<file path="src/sv/sld_pkg.sv">
// Shared types, constants and microcode encodings of the light dimmer.
`default_nettype none

package sld_pkg;

    localparam int NUM_PHASES = 8;
    localparam int PHASE_W    = $clog2(NUM_PHASES);
    localparam int OP_W       = 3;
    localparam int MIN_W      = 11;
    localparam int LEVEL_W    = 10;
    localparam int DUTY_W     = 10;
    localparam int MODE_W     = 2;
    localparam int CFG_W      = 10;
    localparam int CFG_INDEX_W = 4;
    localparam int ACC_W      = 21;
    localparam int QUO_W      = 10;
    localparam int CNT_W      = $clog2(QUO_W);
    localparam int PC_W       = 5;

    localparam int PWM_TOP      = 1023;
    localparam int PWM_HIGH_MIN = PWM_TOP - 10;
    localparam int MAX_LEVEL    = 1000;

    // The duty is level * PWM_TOP / MAX_LEVEL, taken by a reciprocal multiplication.
    localparam int DUTY_SHIFT   = 30;
    localparam int DUTY_RECIP   = ((1 << DUTY_SHIFT) + MAX_LEVEL - 1) / MAX_LEVEL;
    localparam int DUTY_RECIP_W = 21;
    localparam int PROD_W       = ACC_W + DUTY_RECIP_W;

    localparam logic [LEVEL_W-1:0] LEVEL_MAX    = LEVEL_W'(MAX_LEVEL);
    localparam logic [CFG_W-1:0]   ADJUST_RESET = CFG_W'(200);
    localparam logic [CFG_W-1:0]   FADE_RESET   = CFG_W'(10);
    localparam logic [PHASE_W-1:0] NIGHT_PHASE  = PHASE_W'(NUM_PHASES - 1);

    localparam logic [CFG_INDEX_W-1:0] CFG_ADJUST_STEP = CFG_INDEX_W'(0);
    localparam logic [CFG_INDEX_W-1:0] CFG_NIGHT_FADE  = CFG_INDEX_W'(1);

    localparam logic [OP_W-1:0] OP_TICK  = OP_W'(0);
    localparam logic [OP_W-1:0] OP_LIGHT = OP_W'(1);
    localparam logic [OP_W-1:0] OP_SCHED = OP_W'(2);
    localparam logic [OP_W-1:0] OP_UP    = OP_W'(3);
    localparam logic [OP_W-1:0] OP_DOWN  = OP_W'(4);

    localparam logic [MODE_W-1:0] DRIVE_LOW  = MODE_W'(0);
    localparam logic [MODE_W-1:0] DRIVE_HIGH = MODE_W'(1);
    localparam logic [MODE_W-1:0] DRIVE_PWM  = MODE_W'(2);

    localparam logic [MIN_W-1:0] PHASE_START [NUM_PHASES] = '{
        MIN_W'(7 * 60 + 30), MIN_W'(9 * 60 + 30), MIN_W'(12 * 60 + 30),
        MIN_W'(17 * 60), MIN_W'(18 * 60 + 30), MIN_W'(19 * 60 + 30),
        MIN_W'(23 * 60), MIN_W'(23 * 60 + 15)
    };

    localparam logic [LEVEL_W-1:0] PHASE_LEVEL [NUM_PHASES] = '{
        LEVEL_W'(10), LEVEL_W'(700), LEVEL_W'(1000), LEVEL_W'(900),
        LEVEL_W'(900), LEVEL_W'(250), LEVEL_W'(100), LEVEL_W'(0)
    };

    typedef struct packed {
        logic [OP_W-1:0]  op;
        logic [MIN_W-1:0] minute_of_day;
    } in_item_t;

    typedef struct packed {
        logic [MODE_W-1:0]  drive_mode;
        logic [DUTY_W-1:0]  pwm_duty;
        logic               light_is_on;
        logic               schedule_is_on;
        logic [PHASE_W-1:0] phase_now;
        logic [LEVEL_W-1:0] level_now;
    } out_item_t;

    typedef enum logic [3:0] {
        UOP_NOP        = 4'd0,
        UOP_LOAD       = 4'd1,
        UOP_TOG_LIGHT  = 4'd2,
        UOP_TOG_SCHED  = 4'd3,
        UOP_STEP_UP    = 4'd4,
        UOP_STEP_DOWN  = 4'd5,
        UOP_FIND       = 4'd6,
        UOP_MUL_A      = 4'd7,
        UOP_MUL_B      = 4'd8,
        UOP_DIV_STEP   = 4'd9,
        UOP_BLEND_DONE = 4'd10,
        UOP_NIGHT      = 4'd11,
        UOP_DUTY_LOAD  = 4'd12,
        UOP_EMIT       = 4'd13,
        UOP_DUTY_MUL   = 4'd14
    } uop_t;

    typedef enum logic [3:0] {
        C_NEXT      = 4'd0,
        C_ALWAYS    = 4'd1,
        C_OP_TICK   = 4'd2,
        C_OP_LIGHT  = 4'd3,
        C_OP_SCHED  = 4'd4,
        C_OP_UP     = 4'd5,
        C_OP_DOWN   = 4'd6,
        C_SCHED_OFF = 4'd7,
        C_NIGHT     = 4'd8,
        C_CNT_NZ    = 4'd9
    } cond_t;

    typedef struct packed {
        uop_t            uop;
        cond_t           cond;
        logic [PC_W-1:0] target;
        logic            wait_in;
        logic            wait_out;
    } ucode_t;

    typedef struct packed {
        uop_t uop;
        logic fire;
    } dp_ctrl_t;

    typedef struct packed {
        logic [OP_W-1:0] op;
        logic            sched_on;
        logic            night;
        logic            cnt_nz;
        logic            out_free;
    } dp_stat_t;

endpackage

`default_nettype wire

</file>
<file path="src/sv/sld_ucode_rom.sv">
// Read-only microcode program of the dimmer sequencer.
`default_nettype none

module sld_ucode_rom
    import sld_pkg::*;
(
    input  wire logic [PC_W-1:0] pc,
    output ucode_t               word
);

    localparam logic [PC_W-1:0] A_IDLE  = PC_W'(0);
    localparam logic [PC_W-1:0] A_LIGHT = PC_W'(7);
    localparam logic [PC_W-1:0] A_UP    = PC_W'(8);
    localparam logic [PC_W-1:0] A_DOWN  = PC_W'(9);
    localparam logic [PC_W-1:0] A_SCHED = PC_W'(10);
    localparam logic [PC_W-1:0] A_FIND  = PC_W'(11);
    localparam logic [PC_W-1:0] A_BDIV  = PC_W'(15);
    localparam logic [PC_W-1:0] A_NIGHT = PC_W'(17);
    localparam logic [PC_W-1:0] A_DUTY  = PC_W'(18);
    localparam logic [PC_W-1:0] A_DMUL  = PC_W'(19);
    localparam logic [PC_W-1:0] A_EMIT  = PC_W'(20);

    function automatic ucode_t uw(uop_t u, cond_t c, logic [PC_W-1:0] t,
                                  logic wi, logic wo);
        ucode_t w;
        w.uop      = u;
        w.cond     = c;
        w.target   = t;
        w.wait_in  = wi;
        w.wait_out = wo;
        return w;
    endfunction

    always_comb begin
        unique case (pc)
            A_IDLE:     word = uw(UOP_LOAD, C_NEXT, A_IDLE, 1'b1, 1'b0);
            PC_W'(1):   word = uw(UOP_NOP, C_OP_TICK, A_FIND, 1'b0, 1'b0);
            PC_W'(2):   word = uw(UOP_NOP, C_OP_LIGHT, A_LIGHT, 1'b0, 1'b0);
            PC_W'(3):   word = uw(UOP_NOP, C_OP_SCHED, A_SCHED, 1'b0, 1'b0);
            PC_W'(4):   word = uw(UOP_NOP, C_OP_UP, A_UP, 1'b0, 1'b0);
            PC_W'(5):   word = uw(UOP_NOP, C_OP_DOWN, A_DOWN, 1'b0, 1'b0);
            PC_W'(6):   word = uw(UOP_NOP, C_ALWAYS, A_DUTY, 1'b0, 1'b0);
            A_LIGHT:    word = uw(UOP_TOG_LIGHT, C_ALWAYS, A_DUTY, 1'b0, 1'b0);
            A_UP:       word = uw(UOP_STEP_UP, C_ALWAYS, A_DUTY, 1'b0, 1'b0);
            A_DOWN:     word = uw(UOP_STEP_DOWN, C_ALWAYS, A_DUTY, 1'b0, 1'b0);
            A_SCHED:    word = uw(UOP_TOG_SCHED, C_NEXT, A_IDLE, 1'b0, 1'b0);
            A_FIND:     word = uw(UOP_FIND, C_SCHED_OFF, A_DUTY, 1'b0, 1'b0);
            PC_W'(12):  word = uw(UOP_NOP, C_NIGHT, A_NIGHT, 1'b0, 1'b0);
            PC_W'(13):  word = uw(UOP_MUL_A, C_NEXT, A_IDLE, 1'b0, 1'b0);
            PC_W'(14):  word = uw(UOP_MUL_B, C_NEXT, A_IDLE, 1'b0, 1'b0);
            A_BDIV:     word = uw(UOP_DIV_STEP, C_CNT_NZ, A_BDIV, 1'b0, 1'b0);
            PC_W'(16):  word = uw(UOP_BLEND_DONE, C_ALWAYS, A_DUTY, 1'b0, 1'b0);
            A_NIGHT:    word = uw(UOP_NIGHT, C_NEXT, A_IDLE, 1'b0, 1'b0);
            A_DUTY:     word = uw(UOP_DUTY_LOAD, C_NEXT, A_IDLE, 1'b0, 1'b0);
            A_DMUL:     word = uw(UOP_DUTY_MUL, C_NEXT, A_IDLE, 1'b0, 1'b0);
            A_EMIT:     word = uw(UOP_EMIT, C_ALWAYS, A_IDLE, 1'b0, 1'b1);
            default:    word = uw(UOP_NOP, C_ALWAYS, A_IDLE, 1'b0, 1'b0);
        endcase
    end

endmodule

`default_nettype wire

</file>
<file path="src/sv/sld_sequencer.sv">
// Step counter of the dimmer with wait handling and conditional jumps.
`default_nettype none

module sld_sequencer
    import sld_pkg::*;
(
    input  wire logic     aclk,
    input  wire logic     aresetn,
    input  wire logic     s_valid,
    input  wire dp_stat_t stat,
    output logic          in_ready,
    output dp_ctrl_t      ctrl
);

    logic [PC_W-1:0] pc_reg;
    logic [PC_W-1:0] pc_next;
    ucode_t          word;
    logic            stall;
    logic            take;

    sld_ucode_rom u_rom (
        .pc   (pc_reg),
        .word (word)
    );

    always_comb begin
        unique case (word.cond)
            C_NEXT:      take = 1'b0;
            C_ALWAYS:    take = 1'b1;
            C_OP_TICK:   take = (stat.op == OP_TICK);
            C_OP_LIGHT:  take = (stat.op == OP_LIGHT);
            C_OP_SCHED:  take = (stat.op == OP_SCHED);
            C_OP_UP:     take = (stat.op == OP_UP);
            C_OP_DOWN:   take = (stat.op == OP_DOWN);
            C_SCHED_OFF: take = !stat.sched_on;
            C_NIGHT:     take = stat.night;
            C_CNT_NZ:    take = stat.cnt_nz;
            default:     take = 1'b0;
        endcase
    end

    assign stall    = (word.wait_in && !s_valid) || (word.wait_out && !stat.out_free);
    assign in_ready = word.wait_in;
    assign ctrl.uop  = word.uop;
    assign ctrl.fire = !stall;

    always_comb begin
        priority if (stall) begin
            pc_next = pc_reg;
        end else if (take) begin
            pc_next = word.target;
        end else begin
            pc_next = pc_reg + PC_W'(1);
        end
    end

    always_ff @(posedge aclk) begin
        if (!aresetn) begin
            pc_reg <= '0;
        end else begin
            pc_reg <= pc_next;
        end
    end

endmodule

`default_nettype wire

</file>
<file path="src/sv/sld_datapath.sv">
// Dimmer datapath: state, configuration, phase search, blend and divider.
`default_nettype none

module sld_datapath
    import sld_pkg::*;
(
    input  wire logic                   aclk,
    input  wire logic                   aresetn,
    input  wire dp_ctrl_t               ctrl,
    input  wire in_item_t               s_item,
    input  wire logic                   m_ready,
    input  wire logic                   cfg_we,
    input  wire logic [CFG_INDEX_W-1:0] cfg_index,
    input  wire logic [CFG_W-1:0]       cfg_wdata,
    output dp_stat_t                    stat,
    output logic                        m_valid,
    output out_item_t                   m_result
);

    in_item_t           item_reg,   item_next;
    logic [LEVEL_W-1:0] level_reg,  level_next;
    logic               light_reg,  light_next;
    logic               sched_reg,  sched_next;
    logic [PHASE_W-1:0] phase_reg,  phase_next;
    logic [CFG_W-1:0]   adjust_reg, fade_reg;
    logic [MIN_W-1:0]   elap_reg,   elap_next;
    logic [MIN_W-1:0]   div_reg,    div_next;
    logic [ACC_W-1:0]   acc_reg,    acc_next;
    logic [QUO_W-1:0]   quo_reg,    quo_next;
    logic [CNT_W-1:0]   cnt_reg,    cnt_next;
    out_item_t          out_reg,    out_next;
    logic               mv_reg,     mv_next;

    logic [PHASE_W-1:0] find_phase;
    logic [MIN_W-1:0]   find_elap;
    logic [MIN_W-1:0]   find_span;
    logic [ACC_W-1:0]   div_shift;
    logic               div_fit;
    logic [LEVEL_W:0]   up_sum;
    logic [LEVEL_W-1:0] bi, bn;
    logic [MODE_W-1:0]  mode;
    logic [PROD_W-1:0]  duty_prod;

    always_comb begin
        find_phase = NIGHT_PHASE;
        find_elap  = '0;
        find_span  = MIN_W'(1);
        for (int i = 0; i < NUM_PHASES - 1; i++) begin
            if (item_reg.minute_of_day >= PHASE_START[i]
                && item_reg.minute_of_day < PHASE_START[i+1]) begin
                find_phase = PHASE_W'(i);
                find_elap  = item_reg.minute_of_day - PHASE_START[i];
                find_span  = PHASE_START[i+1] - PHASE_START[i];
            end
        end
    end

    assign bi        = PHASE_LEVEL[phase_reg];
    assign bn        = (phase_reg == NIGHT_PHASE) ? PHASE_LEVEL[0]
                                                  : PHASE_LEVEL[phase_reg + PHASE_W'(1)];
    assign div_shift = ACC_W'(div_reg) << cnt_reg;
    assign div_fit   = (acc_reg >= div_shift);
    assign up_sum    = {1'b0, level_reg} + {1'b0, adjust_reg};
    assign duty_prod = PROD_W'(acc_reg) * PROD_W'(DUTY_RECIP);

    always_comb begin
        priority if (quo_reg <= DUTY_W'(1)) begin
            mode = DRIVE_LOW;
        end else if (quo_reg >= DUTY_W'(PWM_HIGH_MIN)) begin
            mode = DRIVE_HIGH;
        end else begin
            mode = DRIVE_PWM;
        end
    end

    always_comb begin
        item_next  = item_reg;
        level_next = level_reg;
        light_next = light_reg;
        sched_next = sched_reg;
        phase_next = phase_reg;
        elap_next  = elap_reg;
        div_next   = div_reg;
        acc_next   = acc_reg;
        quo_next   = quo_reg;
        cnt_next   = cnt_reg;
        out_next   = out_reg;
        mv_next    = mv_reg && !m_ready;
        if (ctrl.fire) begin
            unique case (ctrl.uop)
                UOP_NOP: begin
                end
                UOP_LOAD: begin
                    item_next = s_item;
                end
                UOP_TOG_LIGHT: begin
                    light_next = !light_reg;
                end
                UOP_TOG_SCHED: begin
                    sched_next = !sched_reg;
                end
                UOP_STEP_UP: begin
                    level_next = (up_sum > {1'b0, LEVEL_MAX}) ? LEVEL_MAX
                                                               : up_sum[LEVEL_W-1:0];
                    light_next = (up_sum != '0);
                end
                UOP_STEP_DOWN: begin
                    level_next = (level_reg > adjust_reg) ? level_reg - adjust_reg : '0;
                    light_next = (level_reg > adjust_reg);
                end
                UOP_FIND: begin
                    phase_next = find_phase;
                    elap_next  = find_elap;
                    div_next   = find_span;
                end
                UOP_MUL_A: begin
                    acc_next = ACC_W'(bi) * ACC_W'(div_reg - elap_reg);
                end
                UOP_MUL_B: begin
                    acc_next = acc_reg + ACC_W'(bn) * ACC_W'(elap_reg);
                    quo_next = '0;
                    cnt_next = CNT_W'(QUO_W - 1);
                end
                UOP_DIV_STEP: begin
                    acc_next = div_fit ? acc_reg - div_shift : acc_reg;
                    quo_next = {quo_reg[QUO_W-2:0], div_fit};
                    cnt_next = cnt_reg - CNT_W'(1);
                end
                UOP_BLEND_DONE: begin
                    level_next = (quo_reg > LEVEL_MAX) ? LEVEL_MAX : quo_reg;
                    light_next = 1'b1;
                end
                UOP_NIGHT: begin
                    level_next = (level_reg > fade_reg) ? level_reg - fade_reg : '0;
                    light_next = (level_reg > fade_reg);
                end
                UOP_DUTY_LOAD: begin
                    acc_next = light_reg ? ACC_W'(level_reg) * ACC_W'(PWM_TOP) : '0;
                end
                UOP_DUTY_MUL: begin
                    quo_next = duty_prod[DUTY_SHIFT +: QUO_W];
                end
                UOP_EMIT: begin
                    out_next.drive_mode     = mode;
                    out_next.pwm_duty       = quo_reg;
                    out_next.light_is_on    = light_reg;
                    out_next.schedule_is_on = sched_reg;
                    out_next.phase_now      = phase_reg;
                    out_next.level_now      = level_reg;
                    mv_next                 = 1'b1;
                end
                default: begin
                end
            endcase
        end
    end

    always_ff @(posedge aclk) begin
        if (!aresetn) begin
            level_reg  <= '0;
            light_reg  <= 1'b0;
            sched_reg  <= 1'b1;
            phase_reg  <= '0;
            adjust_reg <= ADJUST_RESET;
            fade_reg   <= FADE_RESET;
            mv_reg     <= 1'b0;
        end else begin
            level_reg <= level_next;
            light_reg <= light_next;
            sched_reg <= sched_next;
            phase_reg <= phase_next;
            mv_reg    <= mv_next;
            if (cfg_we && cfg_index == CFG_ADJUST_STEP) begin
                adjust_reg <= cfg_wdata;
            end
            if (cfg_we && cfg_index == CFG_NIGHT_FADE) begin
                fade_reg <= cfg_wdata;
            end
        end
    end

    always_ff @(posedge aclk) begin
        item_reg <= item_next;
        elap_reg <= elap_next;
        div_reg  <= div_next;
        acc_reg  <= acc_next;
        quo_reg  <= quo_next;
        cnt_reg  <= cnt_next;
        out_reg  <= out_next;
    end

    assign stat.op       = item_reg.op;
    assign stat.sched_on = sched_reg;
    assign stat.night    = (phase_reg == NIGHT_PHASE);
    assign stat.cnt_nz   = (cnt_reg != '0);
    assign stat.out_free = !mv_reg || m_ready;
    assign m_valid       = mv_reg;
    assign m_result      = out_reg;

endmodule

`default_nettype wire

</file>
<file path="src/sv/scheduled_light_dimmer.sv">
// Top level of the scheduled light dimmer.
//
// The input channel (s_valid, s_ready, s_item) carries one item per transfer:
// a minute tick or a button command with the current minute of the day. The
// result channel (m_valid, m_ready, m_result) returns exactly one result per
// item: pin drive mode, PWM duty, both enable flags, the phase and the level.
// The configuration port writes adjust_step (index 0) or night_fade_step
// (index 1) whenever cfg_we is high; other indexes are ignored.
// A microcoded sequencer runs every item through one shared datapath, so
// items are taken one at a time. A scheduled blend, on a tick or on a toggle
// that turns the schedule on, runs through the ten-step restoring divider,
// which makes it the longest path of the program. The next item is taken once
// the result is registered. The result is held in an output register, and
// the next item is taken while it waits. If the receiver stalls, the block
// stops at its last step until the held result is taken. Reset sets level 0,
// light off, schedule on, phase 0 and the register defaults of 200 and 10,
// and leaves the result channel empty.
`default_nettype none

module scheduled_light_dimmer
    import sld_pkg::*;
(
    input  wire logic                   aclk,
    input  wire logic                   aresetn,
    input  wire logic                   s_valid,
    output logic                        s_ready,
    input  wire in_item_t               s_item,
    output logic                        m_valid,
    input  wire logic                   m_ready,
    output out_item_t                   m_result,
    input  wire logic                   cfg_we,
    input  wire logic [CFG_INDEX_W-1:0] cfg_index,
    input  wire logic [CFG_W-1:0]       cfg_wdata
);

    dp_ctrl_t ctrl;
    dp_stat_t stat;

    sld_sequencer u_seq (
        .aclk     (aclk),
        .aresetn  (aresetn),
        .s_valid  (s_valid),
        .stat     (stat),
        .in_ready (s_ready),
        .ctrl     (ctrl)
    );

    sld_datapath u_dp (
        .aclk      (aclk),
        .aresetn   (aresetn),
        .ctrl      (ctrl),
        .s_item    (s_item),
        .m_ready   (m_ready),
        .cfg_we    (cfg_we),
        .cfg_index (cfg_index),
        .cfg_wdata (cfg_wdata),
        .stat      (stat),
        .m_valid   (m_valid),
        .m_result  (m_result)
    );

endmodule

`default_nettype wire

</file>
<file path="config.mk">
export PLATFORM = sky130hd
export DESIGN_NAME = scheduled_light_dimmer
export DESIGN_NICKNAME = d
export VERILOG_FILES = /design/src/sv/sld_pkg.sv /design/src/sv/sld_ucode_rom.sv /design/src/sv/sld_sequencer.sv /design/src/sv/sld_datapath.sv /design/src/sv/scheduled_light_dimmer.sv
export SDC_FILE = /design/constraint.sdc
export NUM_CORES = 2
export LEC_CHECK = 0
export BUFFER_PORTS_ARGS = -buffer_cell sky130_fd_sc_hd__buf_4
export CAP_MARGIN = 20
export CORE_AREA = 2 2 260 262
export DETAILED_ROUTE_END_ITERATION = 8
export DIE_AREA = 0 0 262 264
export GPL_ROUTABILITY_DRIVEN = 0
export GPL_TIMING_DRIVEN = 0
export HOLD_SLACK_MARGIN = 0.02
export PLACE_DENSITY_LB_ADDON = 0.3
export SYNTH_ARGS = -nofsm -noshare
export SYNTH_HDL_FRONTEND = slang
export SYNTH_SLANG_ARGS = --single-unit
</file>
<file path="constraint.sdc">
create_clock -name aclk -period 13.3 [get_ports aclk]
set_input_delay 1.33 -clock aclk [delete_from_list [all_inputs] [get_ports aclk]]
set_output_delay 1.33 -clock aclk [all_outputs]
set_load 0.01 [all_outputs]
</file>
After elaboration in Yosys (flattened, before gate mapping)
Memory sizes are Yosys's and may differ from the RTL's. A register that Yosys moved wholly into a read port is not among the register bits.
Index checks and enable logic that the tools add are counted.
Widths: inputs -> output; s select.
{ "word_totals": {"mem_count": 3, "regBits": 139, "rom_bits": 640, "out_inout_bits": 29} }
{ "mem_list": {"columns": ["memory", "words", "word_bits", "rd", "rd_clocked_by_memory_dff", "write_ports", "line_no", "text"], "rows": [
  ["(name not given)", 32, 15, 1, 1, 0, "sld_ucode_rom.sv:35", "unique case (pc)"],
  ["(name not given)", 8, 10, 1, 0, 0, "sld_datapath.sv:60", ": PHASE_LEVEL[phase_reg + PHASE_W'(1)];"],
  ["(name not given)", 8, 10, 1, 0, 0, "sld_datapath.sv:58", "assign bi = PHASE_LEVEL[phase_reg];"]
]} }
{ "classes": {"n_eq_ne": 30, "bitwise_logic": 3, "muxes": 43, "n_lt_le_gt_ge": 23, "mul": 4, "shifts": 1, "addsub": 16, "n_reduce_logical": 41} }
{ "ops": {"columns": ["operator", "n"], "rows": [
  ["$mux 10", 9],
  ["$pmux 21 s4", 1],
  ["$mux 11", 7],
  ["$lt 11x11->1 const B", 4],
  ["$pmux 10 s4", 1],
  ["$mul 21x20->39 const B", 1],
  ["$eq 4x4->1 const B", 9],
  ["$ge 11x10->1 const B", 3],
  ["$ge 11x11->1 const B", 3],
  ["$lt 11x10->1 const B", 3],
  ["$sub 11x10->11 const B", 3],
  ["$sub 11x11->11 const B", 3],
  ["$eq 4x3->1 const B", 8],
  ["$mux 8", 4],
  ["$pmux 10 s3", 1],
  ["$add 21x21->21", 1],
  ["$ge 21x21->1", 1],
  ["$mul 10x11->21", 1],
  ["$mul 10x21->21", 1],
  ["$mux 21", 1],
  ["$mux 3", 7],
  ["$shl 11x4->21", 1],
  ["$sub 21x21->21", 1],
  ["$gt 10x10->1", 2],
  ["other kinds (46)", 85]
]} }

Longest topological paths before layout
{ "logic_depth": {"depth_word": 9, "mapped_depth": 31} }

By module
A second synthesis with hierarchy kept.
{ "hier_totals": {"cells_unflattened": 3079, "area_unflattened_um2": 27142.3} }
{ "modules_own_cells": {"columns": ["module", "seq_area_each_um2", "cells_each", "area_each_um2", "n_inst"], "rows": [
  ["sld_datapath", 3603.5, 2950, 26218.9, 1],
  ["sld_ucode_rom", 0.0, 69, 504.2, 1],
  ["sld_sequencer", 100.1, 60, 419.2, 1]
]} }

Worst setup path after synthesis
No wires, ideal clock.
{ "synth_timing": {"kind": "register to register", "startpoint": "register u_dp.div_reg[0]", "endpoint": "register u_dp.acc_reg[19] (data pin)", "t_arrival_ns": 6.928, "stages_incl_launch_ff": 30, "required_ns": 13.039, "path_slack_ns": 6.112, "n_path_buf": 0, "cell_sequence": "edfxtp_1 -> inv_1 -> ha_1 -> inv_1 -> fa_1 -> a21o_1 -> a21oi_1 -> o21bai_1 -> a21oi_1 -> nor2b_1 -> o21a_1 -> o31a_1 -> xnor2_1 -> nand2_1 -> fa_1 -> inv_1 -> fa_1 -> fa_1 -> fa_1 -> ha_1 -> ha_1 -> a21o_1 -> a21o_1 -> a21o_1 -> a21oi_1 -> o21ai_1 -> a21oi_1 -> xor2_1 -> o221ai_1 -> a221o_1"} }
{ "synth_between": {"elab_chain_cells": 4, "elab_cells_between_ends": 6} }
{ "synth_rtl": {"columns": ["element", "line_no", "text"], "rows": [
  ["from (decl)", "sld_datapath.sv:27", "logic [MIN_W-1:0] div_reg, div_next;"],
  ["from (signal assigned)", "sld_datapath.sv:185", "div_reg <= div_next;"],
  ["parallel branches: the longest is 3 deep, another holds $mul 10x21->21", null, null],
  ["$pmux 21 s4 (*)", "sld_datapath.sv:90", "unique case (ctrl.uop)"],
  ["to (signal assigned)", "sld_datapath.sv:186", "acc_reg <= acc_next;"],
  ["to (decl)", "sld_datapath.sv:28", "logic [ACC_W-1:0] acc_reg, acc_next;"]
]} }
Mark *: on every way between the ends. The select of a mux whose other input is x is not followed.
A chain may end at the register's enable or synchronous reset.

Final worst setup path
{ "layout_timing": {"startpoint": "register u_dp.elap_reg[0]", "endpoint": "register u_dp.acc_reg[19] (data pin)"} }
{ "layout_between": {"elab_chain_cells": 3, "elab_cells_between_ends": 5} }
{ "layout_rtl": {"columns": ["element", "line_no", "text"], "rows": [
  ["from (decl)", "sld_datapath.sv:26", "logic [MIN_W-1:0] elap_reg, elap_next;"],
  ["from (signal assigned)", "sld_datapath.sv:184", "elap_reg <= elap_next;"],
  ["$sub 11x11->12 or $mul 10x11->21 (tied branches)", "sld_datapath.sv:117, sld_datapath.sv:120", null],
  ["$mul 10x21->21 or $add 21x21->21 (tied branches)", "sld_datapath.sv:117, sld_datapath.sv:120", null],
  ["$pmux 21 s4 (*)", "sld_datapath.sv:90", null]
]} }
Mark *: on every way between the ends. The rest lies on a longest branch, timed or not.

==> results.cfg <==
[worst_setup_path]
slowest_delay_ns = 0.68
r2r_end = u_dp.acc_reg[19]
worst_path_max_delay_cell = edfxtp_1
cp_top_family = adder cells
ff2ff_setup_slack_ns = 4.60
reg2reg_from = u_dp.elap_reg[0]
critPathMaxFanout = 10
path_common_cell = fa_1
rr_worst_depth = 26
crit_arrival_ns = 8.93
required_ns = 13.53
critPathLaunchType = register
critPathBufInv = 2
worst_setup_path_end_kind = register
crit_type = reg2reg

[routing]
antenna_left = 0
routed_wirelength_mm = 69.65
post_drt_wl_per_cell_um = 17.85
viasPerCell = 5.329
via_count = 20790
drt_pre_antenna_iters = 6
drc = 0
dr.first_iter.drc_count = 1502

[cells_and_area]
final_common_cell = inv_1
multi_input_area_um2 = 19920
final.fill_count = 6664
largest_register_ffs = 27
layout-drive-gt1-share_pct = 4.424
layout_common_cells = 549 x inv_1, 410 x ha_1, 309 x fa_1
design_area_um2 = 28580
antenna_cells = 0
regArea_um2 = 4004
fin_cells = 3902
final_nets = 3768
areaGrowthSynthToFinish_pct = 8.576
finish.utilization_pct = 42.93

[floorplanning]
core_um2 = 66560
die_area_um2 = 69170
num_io_pins = 62
die_height_um = 264
die_w_um = 262
rows = 95
initial_core_util_pct = 39.54

[yosys]
synthXorXnorAreaFrac_pct = 4.179
synth-compound-area-share_pct = 13.38
synth_top_area_cell = fa_1
synth_warnings = 0
synth_nets = 3681
synth_edf_count = 96
syn_inst = 2929
netlist_top_cells_area = fa_1 24%, ha_1 19%, edfxtp_1 11%, inv_1 7.8%, dfxtp_1 4.3%
async_flop_share_pct = 0
yosysTopAreaCellShare_pct = 23.50
synth_adder_area_share_pct = 43.00
avgSynthCellArea_um2 = 8.986
synth-seq-cells = 152
synth_ff_type = edfxtp_1
synth-seq-area-share_pct = 15.21
muxShareOfSynthArea_pct = 1.897
synth_top_family_by_area = adder cells
synth-simple-area-share_pct = 13.16
syn_area_um2 = 26320
synth.distinct_cells = 85

[timing]
final-setup-viol-count = 0
holdWs_ns = 0.4829
tns_ns = 0
max_freq_mhz = 114.9
slew_headroom_pct = 34.42
rsz0062_at_grt = no
drv_slew = 0
setup_ws_ns = 4.599
finalClockSkew_ns = 0.01244
hold_viol = 0
fin_crit_sh_pct = 65.42
worst_slew_pin_slew_ns = 0.9806
min_period_ns = 8.701

[pwr]
finalPower_mw = 3.779
ir_worst_vdd_uv = 92.62
p_leak_nw = 13.83
power_density_nw_per_um2 = 132.3

[clock_network]
clk_latency_ns = 0.48
ctsHoldBuffers = 0
cts_resized = 0
cts_tree = built
cts_root_buf = clkbuf_16
htreeDepth = 4
clk_path_buf_depth = 2
clkSinkCount = 152
clkTransAtPathRegs_ns = 0.08
cts_made_buffers = 17
cts_setup_buffers = 0

[run_status]
status = complete, no violations

[hold_path]
worstHoldEndpoint = u_dp.fade_reg[3]
hold_start = u_dp.fade_reg[3]
worstHoldPathCells = 2
hold_path.class = reg2reg

[placed_design]
dp_slack_ns = 4.660
place_inst = 3870
portBuffers = 60
dp_hpwl_mm = 57.40
placed_area_um2 = 27960

[grt]
antenna_found_initial = 1
track_usage_pct = 20.68
grt_pass1_wl_mm = 112.7
grt_pass1_vias = 20820
grt-ovfl-total = 0
grt_max_degree = 24

[flow_run]
cap_violations = 0
layer usage:
layer / share of wire (%) / wire (um) / track usage (%) / vias to the layer above
li1: - / - / - / 9957
met1: 46 / 32200 / 29.40 / 10200
met2: 47 / 32570 / 33.80 / 568
met3: 4.9 / 3438 / 1.785 / 68
met4: 2.1 / 1439 / 5.237 / 0
met5: 0 / 0 / 0 / -
cell type report:
cell class                      instances  area share, %
Inverter                              554          7.277
Clock buffer                           17          1.489
Tap cell                              873          3.822
Buffer                                 88          1.169
Timing Repair Buffer                   68          1.856
Clock inverter                         15         0.6787
Sequential cell                       152          14.01
Multi-Input combinational cell       2135          69.70
logic make-up (layout without fill, tap and decap cells):
logic type | count (synthesis) | in the layout
muxes | 46 | 46
adders and majority gates | 719 | 719
DFF | 152 | 152
xor gates and xnor gates | 124 | 124
AOI/OAI and AO/OA | 522 | 522
buffers and inverters | 642 | 742
and+or+nand+nor | 724 | 724
worst reg2reg max path, stage by stage, from the launching register on:
cell	delay, ns
edfxtp_1	0.68
ha_1	0.30
inv_1	0.07
fa_1	0.45
a21o_1	0.17
a21oi_1	0.28
o21bai_1	0.10
a21oi_1	0.31
nor2b_1	0.09
o21a_1	0.19
o31a_1	0.24
xnor2_1	0.63
nand2_1	0.15
fa_1	0.52
inv_1	0.05
fa_1	0.52
fa_1	0.45
fa_1	0.53
ha_1	0.32
ha_1	0.34
or2_2	0.32
a31oi_1	0.45
o21ai_1	0.16
a21oi_1	0.20
xor2_1	0.46
o221ai_1	0.18
a221o_1	0.30
synth_stat cells, drive strengths merged, types with 7 or more instances:
master and count:
a22o 12, nand4 15, o21ai 109, mux2i 33, inv 553, o31ai 10, and2 75, nor2b 51
a22oi 15, fa 309, or3 14, edfxtp 96, o211ai 11, xnor2 80, nor4 12, nand2b 32
o221ai 8, a31oi 24, a21oi 122, a21boi 8, nand3 34, clkbuf 83, and3 15, a221o 8
a222oi 9, nand2 241, xor2 43, o21a 27, o21bai 12, a211o 7, a21o 36, nor2 159
nor3 51, a221oi 17, dfxtp 56, a211oi 17, ha 410, o22ai 11, mux2 11
report_power, final:
part	total [mW]	leakage [nW]	internal, mW	switching (mW)
clock	0.522	0.300	0.257	0.265
sequential	0.674	1.36	0.587	0.0869
combinational	2.58	12.2	1.05	1.53
total	3.78	13.8	1.89	1.88
worst max path at each step:
stage,start,to,slack (ns),cells past startpoint
2_1_floorplan,u_dp.div_reg[0],u_dp.acc_reg[19],6.11,29
3_3_place_gp,u_dp.elap_reg[0],u_dp.acc_reg[19],4.64,26
3_5_place_dp,u_dp.elap_reg[0],u_dp.acc_reg[19],4.66,26
4_1_cts,u_dp.elap_reg[0],u_dp.acc_reg[19],4.63,26
5_1_grt,u_dp.elap_reg[0],u_dp.acc_reg[19],4.12,26
6_report,u_dp.elap_reg[0],u_dp.acc_reg[19],4.60,26
No activity file was read; power rests on OpenSTA's default activity.
